===== config.mk =====
export PLATFORM = sky130hd
export DESIGN_NAME = signed_int_to_decimal_ascii
export DESIGN_NICKNAME = d
export VERILOG_FILES = /design/src/hw/rtl/itoa_pkg.sv /design/src/hw/rtl/itoa_dp.sv /design/src/hw/rtl/itoa_ctrl.sv /design/src/hw/rtl/signed_int_to_decimal_ascii.sv
export SDC_FILE = /design/constraint.sdc
export NUM_CORES = 1
export LEC_CHECK = 0
export BUFFER_PORTS_ARGS = -buffer_cell sky130_fd_sc_hd__buf_2
export CORE_ASPECT_RATIO = 0.5
export CORE_UTILIZATION = 40
export CTS_CLUSTER_DIAMETER = 80
export DETAILED_ROUTE_END_ITERATION = 10
export HOLD_SLACK_MARGIN = 0.02
export SLEW_MARGIN = 10
export SYNTH_ARGS = -nofsm -noshare
export SYNTH_HDL_FRONTEND = slang
export SYNTH_SLANG_ARGS = --single-unit

===== constraint.sdc =====
create_clock -name i_clk -period 2.8 [get_ports i_clk]
set_clock_uncertainty 0.1 [all_clocks]
set_input_delay 0.42 -clock i_clk [delete_from_list [all_inputs] [get_ports i_clk]]
set_output_delay 0.42 -clock i_clk [all_outputs]
set_load 0.005 [all_outputs]

===== src/hw/rtl/itoa_pkg.sv =====
// Shared types and constants for the signed integer to decimal text converter.
`timescale 1ns / 1ps

package itoa_pkg;

    localparam logic [7:0] CHAR_ZERO    = 8'd48;
    localparam logic [7:0] CHAR_MINUS   = 8'd45;
    localparam logic [7:0] CHAR_NEWLINE = 8'd10;
    localparam logic [3:0] BCD_ADJ_MIN  = 4'd5;
    localparam logic [3:0] BCD_ADJ_ADD  = 4'd3;

    typedef enum logic [2:0] {
        ST_IDLE,
        ST_CONV,
        ST_SIGN,
        ST_DIGIT,
        ST_NEWLINE
    } t_state;

    typedef enum logic [1:0] {
        SEL_MINUS,
        SEL_DIGIT,
        SEL_NEWLINE
    } t_char_sel;

    // controller -> datapath
    typedef struct packed {
        logic      load;
        logic      conv_step;
        logic      digit_shift;
        logic      emit;
        t_char_sel sel;
    } t_cmd;

    // datapath -> controller
    typedef struct packed {
        logic neg;
        logic top_zero;
        logic out_free;
    } t_status;

endpackage


===== src/hw/rtl/itoa_dp.sv =====
// Datapath: magnitude, shift-add-3 BCD register, character count, output register.
`timescale 1ns / 1ps

module itoa_dp #(
    parameter int VALUE_WIDTH = 32
) (
    input  logic                   i_clk,
    input  logic                   i_rst_n,
    input  logic [VALUE_WIDTH-1:0] i_value,
    input  itoa_pkg::t_cmd         i_cmd,
    output itoa_pkg::t_status      o_status,
    input  logic                   i_ready,
    output logic                   o_valid,
    output logic [7:0]             o_text_char,
    output logic                   o_is_last,
    output logic [3:0]             o_text_length
);

    localparam int NDIG = (VALUE_WIDTH * 30103) / 100000 + 1;

    logic [VALUE_WIDTH-1:0] r_bin;
    logic [4*NDIG-1:0]      r_bcd;
    logic                   r_neg;
    logic [3:0]             r_count;
    logic                   r_valid;
    logic [7:0]             r_char;
    logic                   r_last;
    logic [3:0]             r_len;
    logic [4*NDIG-1:0]      w_adj;
    logic [3:0]             w_top;
    logic [7:0]             w_char;

    // add 3 to every digit of 5 or more before the shift
    always_comb begin
        logic [3:0] v_dig;
        v_dig = '0;
        for (int d = 0; d < NDIG; d++) begin
            v_dig = r_bcd[4*d +: 4];
            w_adj[4*d +: 4] = (v_dig >= itoa_pkg::BCD_ADJ_MIN) ?
                              v_dig + itoa_pkg::BCD_ADJ_ADD : v_dig;
        end
    end

    assign w_top = r_bcd[4*NDIG-1 -: 4];

    always_comb begin
        case (i_cmd.sel)
            itoa_pkg::SEL_MINUS:   w_char = itoa_pkg::CHAR_MINUS;
            itoa_pkg::SEL_DIGIT:   w_char = itoa_pkg::CHAR_ZERO + {4'd0, w_top};
            itoa_pkg::SEL_NEWLINE: w_char = itoa_pkg::CHAR_NEWLINE;
            default:               w_char = itoa_pkg::CHAR_NEWLINE;
        endcase
    end

    always_ff @(posedge i_clk) begin
        if (i_cmd.load) begin
            r_neg   <= i_value[VALUE_WIDTH-1];
            r_bin   <= i_value[VALUE_WIDTH-1] ? (~i_value + VALUE_WIDTH'(1)) : i_value;
            r_bcd   <= '0;
            r_count <= '0;
        end else if (i_cmd.conv_step) begin
            r_bin <= {r_bin[VALUE_WIDTH-2:0], 1'b0};
            r_bcd <= {w_adj[4*NDIG-2:0], r_bin[VALUE_WIDTH-1]};
        end else if (i_cmd.digit_shift) begin
            r_bcd <= {r_bcd[4*NDIG-5:0], 4'd0};
        end
        if (i_cmd.emit) begin
            r_count <= r_count + 4'd1;
            r_char  <= w_char;
            r_last  <= (i_cmd.sel == itoa_pkg::SEL_NEWLINE);
            r_len   <= (i_cmd.sel == itoa_pkg::SEL_NEWLINE) ? r_count + 4'd1 : 4'd0;
        end
    end

    always_ff @(posedge i_clk) begin
        if (!i_rst_n) begin
            r_valid <= 1'b0;
        end else if (i_cmd.emit) begin
            r_valid <= 1'b1;
        end else if (i_ready) begin
            r_valid <= 1'b0;
        end
    end

    assign o_status.neg      = r_neg;
    assign o_status.top_zero = (w_top == 4'd0);
    assign o_status.out_free = !r_valid || i_ready;

    assign o_valid       = r_valid;
    assign o_text_char   = r_char;
    assign o_is_last     = r_last;
    assign o_text_length = r_len;

endmodule


===== src/hw/rtl/itoa_ctrl.sv =====
// Controller: sequences load, binary-to-BCD steps, sign, digit and newline output.
`timescale 1ns / 1ps

module itoa_ctrl #(
    parameter int VALUE_WIDTH = 32
) (
    input  logic              i_clk,
    input  logic              i_rst_n,
    input  logic              i_valid,
    output logic              o_ready,
    input  itoa_pkg::t_status i_status,
    output itoa_pkg::t_cmd    o_cmd
);

    localparam int NDIG = (VALUE_WIDTH * 30103) / 100000 + 1;
    localparam int BCW  = $clog2(VALUE_WIDTH);
    localparam int DCW  = $clog2(NDIG);

    itoa_pkg::t_state r_state, n_state;
    logic [BCW-1:0]   r_bit_cnt, n_bit_cnt;
    logic [DCW-1:0]   r_dig_cnt, n_dig_cnt;
    logic             r_started, n_started;
    logic             w_bit_last;
    logic             w_dig_last;

    assign w_bit_last = (r_bit_cnt == BCW'(VALUE_WIDTH - 1));
    assign w_dig_last = (r_dig_cnt == DCW'(NDIG - 1));

    always_ff @(posedge i_clk) begin
        if (!i_rst_n) begin
            r_state   <= itoa_pkg::ST_IDLE;
            r_bit_cnt <= '0;
            r_dig_cnt <= '0;
            r_started <= 1'b0;
        end else begin
            r_state   <= n_state;
            r_bit_cnt <= n_bit_cnt;
            r_dig_cnt <= n_dig_cnt;
            r_started <= n_started;
        end
    end

    always_comb begin
        n_state         = r_state;
        n_bit_cnt       = r_bit_cnt;
        n_dig_cnt       = r_dig_cnt;
        n_started       = r_started;
        o_ready         = 1'b0;
        o_cmd.load        = 1'b0;
        o_cmd.conv_step   = 1'b0;
        o_cmd.digit_shift = 1'b0;
        o_cmd.emit        = 1'b0;
        o_cmd.sel         = itoa_pkg::SEL_DIGIT;
        case (r_state)
            itoa_pkg::ST_IDLE: begin
                o_ready = 1'b1;
                if (i_valid) begin
                    o_cmd.load = 1'b1;
                    n_bit_cnt  = '0;
                    n_state    = itoa_pkg::ST_CONV;
                end
            end
            itoa_pkg::ST_CONV: begin
                o_cmd.conv_step = 1'b1;
                n_bit_cnt       = r_bit_cnt + BCW'(1);
                if (w_bit_last) begin
                    n_dig_cnt = '0;
                    n_started = 1'b0;
                    n_state   = i_status.neg ? itoa_pkg::ST_SIGN : itoa_pkg::ST_DIGIT;
                end
            end
            itoa_pkg::ST_SIGN: begin
                o_cmd.sel = itoa_pkg::SEL_MINUS;
                if (i_status.out_free) begin
                    o_cmd.emit = 1'b1;
                    n_state    = itoa_pkg::ST_DIGIT;
                end
            end
            itoa_pkg::ST_DIGIT: begin
                o_cmd.sel = itoa_pkg::SEL_DIGIT;
                if (i_status.top_zero && !r_started && !w_dig_last) begin
                    // leading zero: drop it without output
                    o_cmd.digit_shift = 1'b1;
                    n_dig_cnt         = r_dig_cnt + DCW'(1);
                end else if (i_status.out_free) begin
                    o_cmd.emit        = 1'b1;
                    o_cmd.digit_shift = 1'b1;
                    n_started         = 1'b1;
                    if (w_dig_last) begin
                        n_state = itoa_pkg::ST_NEWLINE;
                    end else begin
                        n_dig_cnt = r_dig_cnt + DCW'(1);
                    end
                end
            end
            itoa_pkg::ST_NEWLINE: begin
                o_cmd.sel = itoa_pkg::SEL_NEWLINE;
                if (i_status.out_free) begin
                    o_cmd.emit = 1'b1;
                    n_state    = itoa_pkg::ST_IDLE;
                end
            end
            default: begin
                n_state = itoa_pkg::ST_IDLE;
            end
        endcase
    end

endmodule


===== src/hw/rtl/signed_int_to_decimal_ascii.sv =====
// Top level: signed integer to decimal ASCII text, one character per item.
//
// Input channel (i_valid / o_ready / i_value): one signed two's complement
// integer per item. o_ready is high only while the converter is idle.
// Output channel (o_valid / i_ready): one character per item, most
// significant first: '-' for a negative value, the digits without leading
// zeros ('0' for zero), then a newline with o_is_last set and o_text_length
// holding the character count including the newline. Other items carry 0.
// Sequence: after an item is taken, the magnitude goes through a shift-add-3
// binary to BCD converter, one bit per cycle. Leading zero digits are then
// dropped one per cycle, and each character leaves as soon as the output
// register is free. NDIG, the BCD digit count, is 10 for 32 bits. A single
// output register holds the current character; a stalled receiver freezes
// the sequence, and the last character may still wait there while the next
// item is accepted. Reset (synchronous, active low) returns to idle and
// empties the output register.
`timescale 1ns / 1ps

module signed_int_to_decimal_ascii #(
    parameter int VALUE_WIDTH = 32
) (
    input  logic                   i_clk,
    input  logic                   i_rst_n,
    input  logic                   i_valid,
    output logic                   o_ready,
    input  logic [VALUE_WIDTH-1:0] i_value,
    output logic                   o_valid,
    input  logic                   i_ready,
    output logic [7:0]             o_text_char,
    output logic                   o_is_last,
    output logic [3:0]             o_text_length
);

    itoa_pkg::t_cmd    w_cmd;
    itoa_pkg::t_status w_status;

    // sequencing: load, BCD conversion, leading-zero skip, character output
    itoa_ctrl #(
        .VALUE_WIDTH (VALUE_WIDTH)
    ) u_ctrl (
        .i_clk    (i_clk),
        .i_rst_n  (i_rst_n),
        .i_valid  (i_valid),
        .o_ready  (o_ready),
        .i_status (w_status),
        .o_cmd    (w_cmd)
    );

    // magnitude, BCD digits and the output register
    itoa_dp #(
        .VALUE_WIDTH (VALUE_WIDTH)
    ) u_dp (
        .i_clk         (i_clk),
        .i_rst_n       (i_rst_n),
        .i_value       (i_value),
        .i_cmd         (w_cmd),
        .o_status      (w_status),
        .i_ready       (i_ready),
        .o_valid       (o_valid),
        .o_text_char   (o_text_char),
        .o_is_last     (o_is_last),
        .o_text_length (o_text_length)
    );

endmodule


## Yosys cells after proc, flatten, opt, wreduce, memory -nomap -nowiden

Cells that the tools add are included.

- Bitwise gates (word level): 1
- Reduce and logical (&&, ||, !) cells: 19
- $add $sub $neg: 15
- Magnitude comparators: 10
- Eq/ne operators: 17
- Muxes and demuxes: 50

Operator list:

| cell | count |
|---|---|
| 32-bit 2-to-1 mux | 3 |
| 40-bit 2-to-1 mux | 2 |
| 4-bit 2-to-1 mux | 15 |
| 4-bit by 3-bit greater-or-equal comparator with 1-bit output, second input constant | 10 |
| 4-bit by 2-bit adder with 4-bit output, second input constant | 9 |
| 32-bit by 1-bit adder with 32-bit output, second input constant | 1 |
| 32-bit NOT | 1 |
| 3-bit 2-to-1 mux | 8 |
| 8-bit one-hot mux with 2 select lines | 1 |
| 3-bit one-hot mux with 5 select lines | 1 |
| 1-bit 2-to-1 mux | 14 |
| 2-bit nonzero test | 6 |
| 2-bit by 1-bit != test with 1-bit output, second input constant | 5 |
| 5-bit one-hot mux with 2 select lines | 1 |
| 3-bit one-hot mux with 3 select lines | 1 |
| 4-bit by 1-bit adder with 4-bit output, second input constant | 2 |
| 4-bit one-hot mux with 2 select lines | 1 |
| 4-bit AND reduction | 2 |
| 6-bit by 4-bit adder with 7-bit output, first input constant | 1 |
| 7-bit AND reduction | 1 |
| 3-bit by 2-bit equality test with 1-bit output, second input constant | 2 |
| 5-bit by 1-bit adder with 5-bit output, second input constant | 1 |
| 5-bit equality test, second input constant | 1 |
| 5-bit 2-to-1 mux | 1 |
| 18 further kinds | 22 |

- Bits of input ports: 36
- Output and inout port bits: 15
- Word-level logic and storage cells: 124
- Register bits: 104

## Longest topological paths before layout

- Word-level depth: 7
- Mapped depth: 8

## By module

From an unflattened synthesis, not the netlist that was laid out.

- Cell total of the unflattened synthesis: 655
- Area, all modules: 5929.4 µm²

Modules (own cells, without submodules):

| module | area each (µm²) | sequential area each (µm²) | cells an instance | instances |
|---|---|---|---|---|
| itoa_dp | 5153.7 | 2262.2 | 563 | 1 |
| itoa_ctrl | 775.7 | 260.2 | 92 | 1 |

## Worst setup path after synthesis

Ideal clock, no wire load.

- Path kind: reg-to-reg
- Start point: register u_ctrl.r_state[1]
- End point: register u_dp.r_bin[0] (enable)
- Library setup time: 389 ps
- Data required time: 2311 ps
- Setup slack: 309 ps
- Arrival time: 2002 ps
- Cell stages (with the launch flop): 7
- Clock period less this slack: 2491 ps
- Cell sequence: dfxtp_1 > clkbuf_1 > nor3_1 > nand2_1 > buf_2 > buf_1 > nand2_1

- Longest elaborated chain between the ends: 3
- Elaborated cells between the ends (all ways): 5

Ends and longest elaborated chain:

| element | line | text |
|---|---|---|
| start: declaration | itoa_ctrl.sv:19 | `itoa_pkg::t_state r_state, n_state;` |
| start signal: assignment | itoa_ctrl.sv:31 | `r_state <= itoa_pkg::ST_IDLE;` |
| start signal: assignment | itoa_ctrl.sv:36 | `r_state <= n_state;` |
| 3-bit by 1-bit equality test with 1-bit output or 3-bit zero test (tied branches) | itoa_ctrl.sv:54 | `case (r_state)` |
| 1-bit 2-to-1 mux | itoa_ctrl.sv:54 |  |
| 2-bit nonzero test (no line) * | - |  |
| end signal: assignment | itoa_dp.sv:58 | `r_bin <= i_value[VALUE_WIDTH-1] ? (~i_value + VALUE_WIDTH'(1)) : i_value;` |
| end signal: assignment | itoa_dp.sv:62 | `r_bin <= {r_bin[VALUE_WIDTH-2:0], 1'b0};` |
| end: declaration | itoa_dp.sv:21 | `logic [VALUE_WIDTH-1:0] r_bin;` |

Every way passes the cells marked *; elsewhere a longest branch is shown, timed or not.
A chain may end at the register's enable or synchronous reset.

==> metrics <==
normalized max-slew margin=approximately three fifths; Most used DFF post-synth=dfxtp_1; share of cells above drive strength 1=between 10 and 15%; Setup violations, final=0; Slew @ Worst Pin=0.5975 ns; Worst Min Path Start=i_rst_n; Buf+Inv Stages, Crit Path=2; die width=around 180 microns; total leakage power=between 0.002 and 0.003 uW; fmax=between 400 and 500 MHz; DP HPWL=approximately 8700 microns; most common cell after layout, fill and taps aside=nand2_1; Fin Setup TNS=0 ns; Clock power frac=34.7%; grt peak-use layer=met2; DIE AREA=0.01558 sq mm; CP max FO=11; CTS Buffer Depth=2; Starting DRT DRC Count=250; post-synth cell types=55; total core area=around 0.015 sq mm; DR WL/cell=between 10 and 15 microns; Hold WC Path Type=in2reg; Post-CTS Hold Fix Bufs=0; Ant. Diodes=0; initial antenna violation count=0; Crit Path Class=reg2reg; GRT Overall Usage=17.15%; Area Overhead vs Synth=12.84%; nets@finish=~770; Psw=1148 uW; CP Launch Type=flip-flop; CTS Sinks=between 100 and 150; Post-Synthesis Cells=approximately 670; Combinational Power Share=between 10% and 20%; clk slew on worst S/H paths=~0.07 ns; Root Buffer=clkbuf_16; crit-path cells=inv_1 > ha_1 > nor4b_4 > and2_1 > nor3_1 > o21ai_1 > inv_1; final WL=between 10,000 and 15,000 microns; CP top delay family=simple AND/OR/NAND/NOR gates; footprint of the multi-input gates=between 0.003 and 0.004 sq mm; switching fraction of total power=28.71%; fin crit share=between 80% and 90%; # rows=31; Pint=2851 uW; RSZ-0062 raised after global routing=false; via count=~4,800; area leader, netlist=edfxtp_1; Max-Cap Viols=0; number of port buffers=between 40 and 50; FF+latch count, synth=approximately 100; status=finished clean; met1 Resource Use GR=between 20 and 25%; setup slack, reg-to-reg=0.56 ns; mapped cell area=approximately 0.0060 sq mm; H-tree depth=3; Worst R2R Start=u_dp.r_bcd[36]$_SDFFE_PP0P_; initial core utilization=41.28%; TritonCTS buffer count=9; worst endpoint required time=around 2.7 ns; met2 GRT Util=around 29%; Routed Antenna Nets=0; final hold vios=0; global-route wire length before repair=21,500 microns; sequential cell area fraction in the yosys report=a little over two fifths; CP most frequent cell=inv_1; Async S/R FF share, synth=0%; number of synthesized flops with an enable pin=48; Sequential Power Share=a little under half; CP max stage delay=approximately 0.37 ns; Worst Path Arrival=2.17 ns; maximum vdd drop=0.2747 mV; Filler cells=~1,400; top post-synthesis cells by area=edfxtp_1 24%, dfxtp_1 18%, ha_1 5.6%; most frequent cells in the layout=68 x nand2_1, 54 x a21oi_1, 54 x dfxtp_1; met3 GRT Util=3.780%; Crit. End Element=flip-flop; WHS=~0.27 ns; top-area cell type share of the netlist area=roughly a quarter; Congestion Overflow GR=0; Residual DRC=0; Clock Latency Late Sink=around 0.35 ns; Register Area=~0.0025 sq mm; RD Place Congestion=0.7740; Post-CTS Setup Repair Bufs=0; Final min period=2.240 ns; CTS tree=yes; PostCTS Resize Cnt=0; slowest stage cell, crit path=dfxtp_1; largest net degree at the start of global routing=64; CP startpoint=u_dp.r_bcd[36]$_SDFFE_PP0P_; max-slew violations=0; Cell Pwr Density=slightly below 600 mW/mm^2; syn avg cell area=around 9.1 sq um; YS warnings=0; TritonRoute pass-1 iters=5; DR vias/cell=about 5.3; I/O pin count=around 50; vias in the first global route=4,512; Vert. Die Dim=88.75 microns
[final timing paths]
kind | depth (start not counted) | to
setup / recovery | 7 | u_dp.o_text_char[0]$_DFFE_PP_
hold / removal | 3 | u_ctrl.r_bit_cnt[3]$_SDFFE_PN0P_
setup reg to reg | 7 | u_dp.o_text_char[0]$_DFFE_PP_
hold reg to reg | 2 | u_ctrl.r_bit_cnt[4]$_SDFFE_PN0P_
[sequential cells by signal, indices dropped and copies added, names as in the netlist, 3 cells and up]
signal,cells
u_dp.r_bcd,40
u_dp.r_bin,32
u_dp.o_text_char,6
u_ctrl.r_bit_cnt,5
u_ctrl.r_dig_cnt,4
u_dp.o_text_length,4
u_dp.r_count,4
u_ctrl.r_state,3
[per-layer routing]
| metal | wire length [microns] | share of wire (%) |
|---|---|---|
| met1 | 6498 | 50 |
| met5 | 0 | 0 |
| met2 | 5911 | 46 |
| met3 | 426 | 3.3 |
| met4 | 65 | 0.50 |
[stage by stage]
step                      setup slack, ns  instances  cell area, sq um  util [%]  power (uW)
after floorplan                    0.3087        666              6025         -        2432
after global placement             0.4922        890              6465     44.33        2626
after detailed placement           0.4406        890              6465     44.33        2646
after CTS                          0.5308        906              6794     46.59        4047
after global routing               0.3637        906              6794     46.59        4223
final                              0.5596        906              6794     46.59        3998
[layout make-up]
type / count / area share, %
clock inverters: 7 / 1.529
well taps: 198 / 3.646
clock buffers: 9 / 3.315
multi-input cells: 498 / 47.57
inverters: 32 / 1.768
repair buffers: 60 / 5.046
flip-flops and latches: 102 / 37.13
[cells by family (layout without fill, tap and decap cells)]
| logic type | count (synthesis) | in the layout | share of synthesized area [%] |
|---|---|---|---|
| AND/OR/NAND/NOR | 215 | 215 | 17.98 |
| AO/OA/AOI/OAI | 196 | 196 | 21.22 |
| flip-flops | 102 | 102 | 41.90 |
| buffers and inverters | 66 | 108 | 4.530 |
| XOR/XNOR | 46 | 46 | 6.691 |
| adder cells (fa/ha/maj) | 27 | 27 | 5.611 |
| multiplexers | 12 | 12 | 2.016 |
| other | 1 | 2 | 0.06228 |
[worst min-delay path, cell delays in order]
cell     delay (ns)
buf_2          0.13
nand2_1        0.07
nor2_1         0.04
[synth_stat cells (4+ instances only)]
cell type	count
o22ai_1	9
a2bb2oi_1	9
o21ai_1	26
ha_1	27
a31o_1	9
xor2_1	30
a222oi_1	9
o31ai_1	16
nand3_1	18
dfxtp_1	54
clkbuf_1	17
o41ai_1	4
nor2_1	50
a21oi_1	54
edfxtp_1	48
inv_1	31
xnor2_1	16
nor3_1	24
or3_1	5
o21ai_0	43
nand2_1	69
mux2i_1	11
nand2b_1	23
buf_2	11
o41ai_2	7
[power by group through the flow]
stage | Combinational [uW] | Sequential [uW] | Clock (uW)
detailed placement | 753 | 1890 | 0
global placement | 739 | 1890 | 0
finish | 751 | 1860 | 1390
floorplan | 579 | 1850 | 0
CTS | 761 | 1860 | 1430
global route | 857 | 1880 | 1480
No activity file was read; power rests on OpenSTA's default activity.
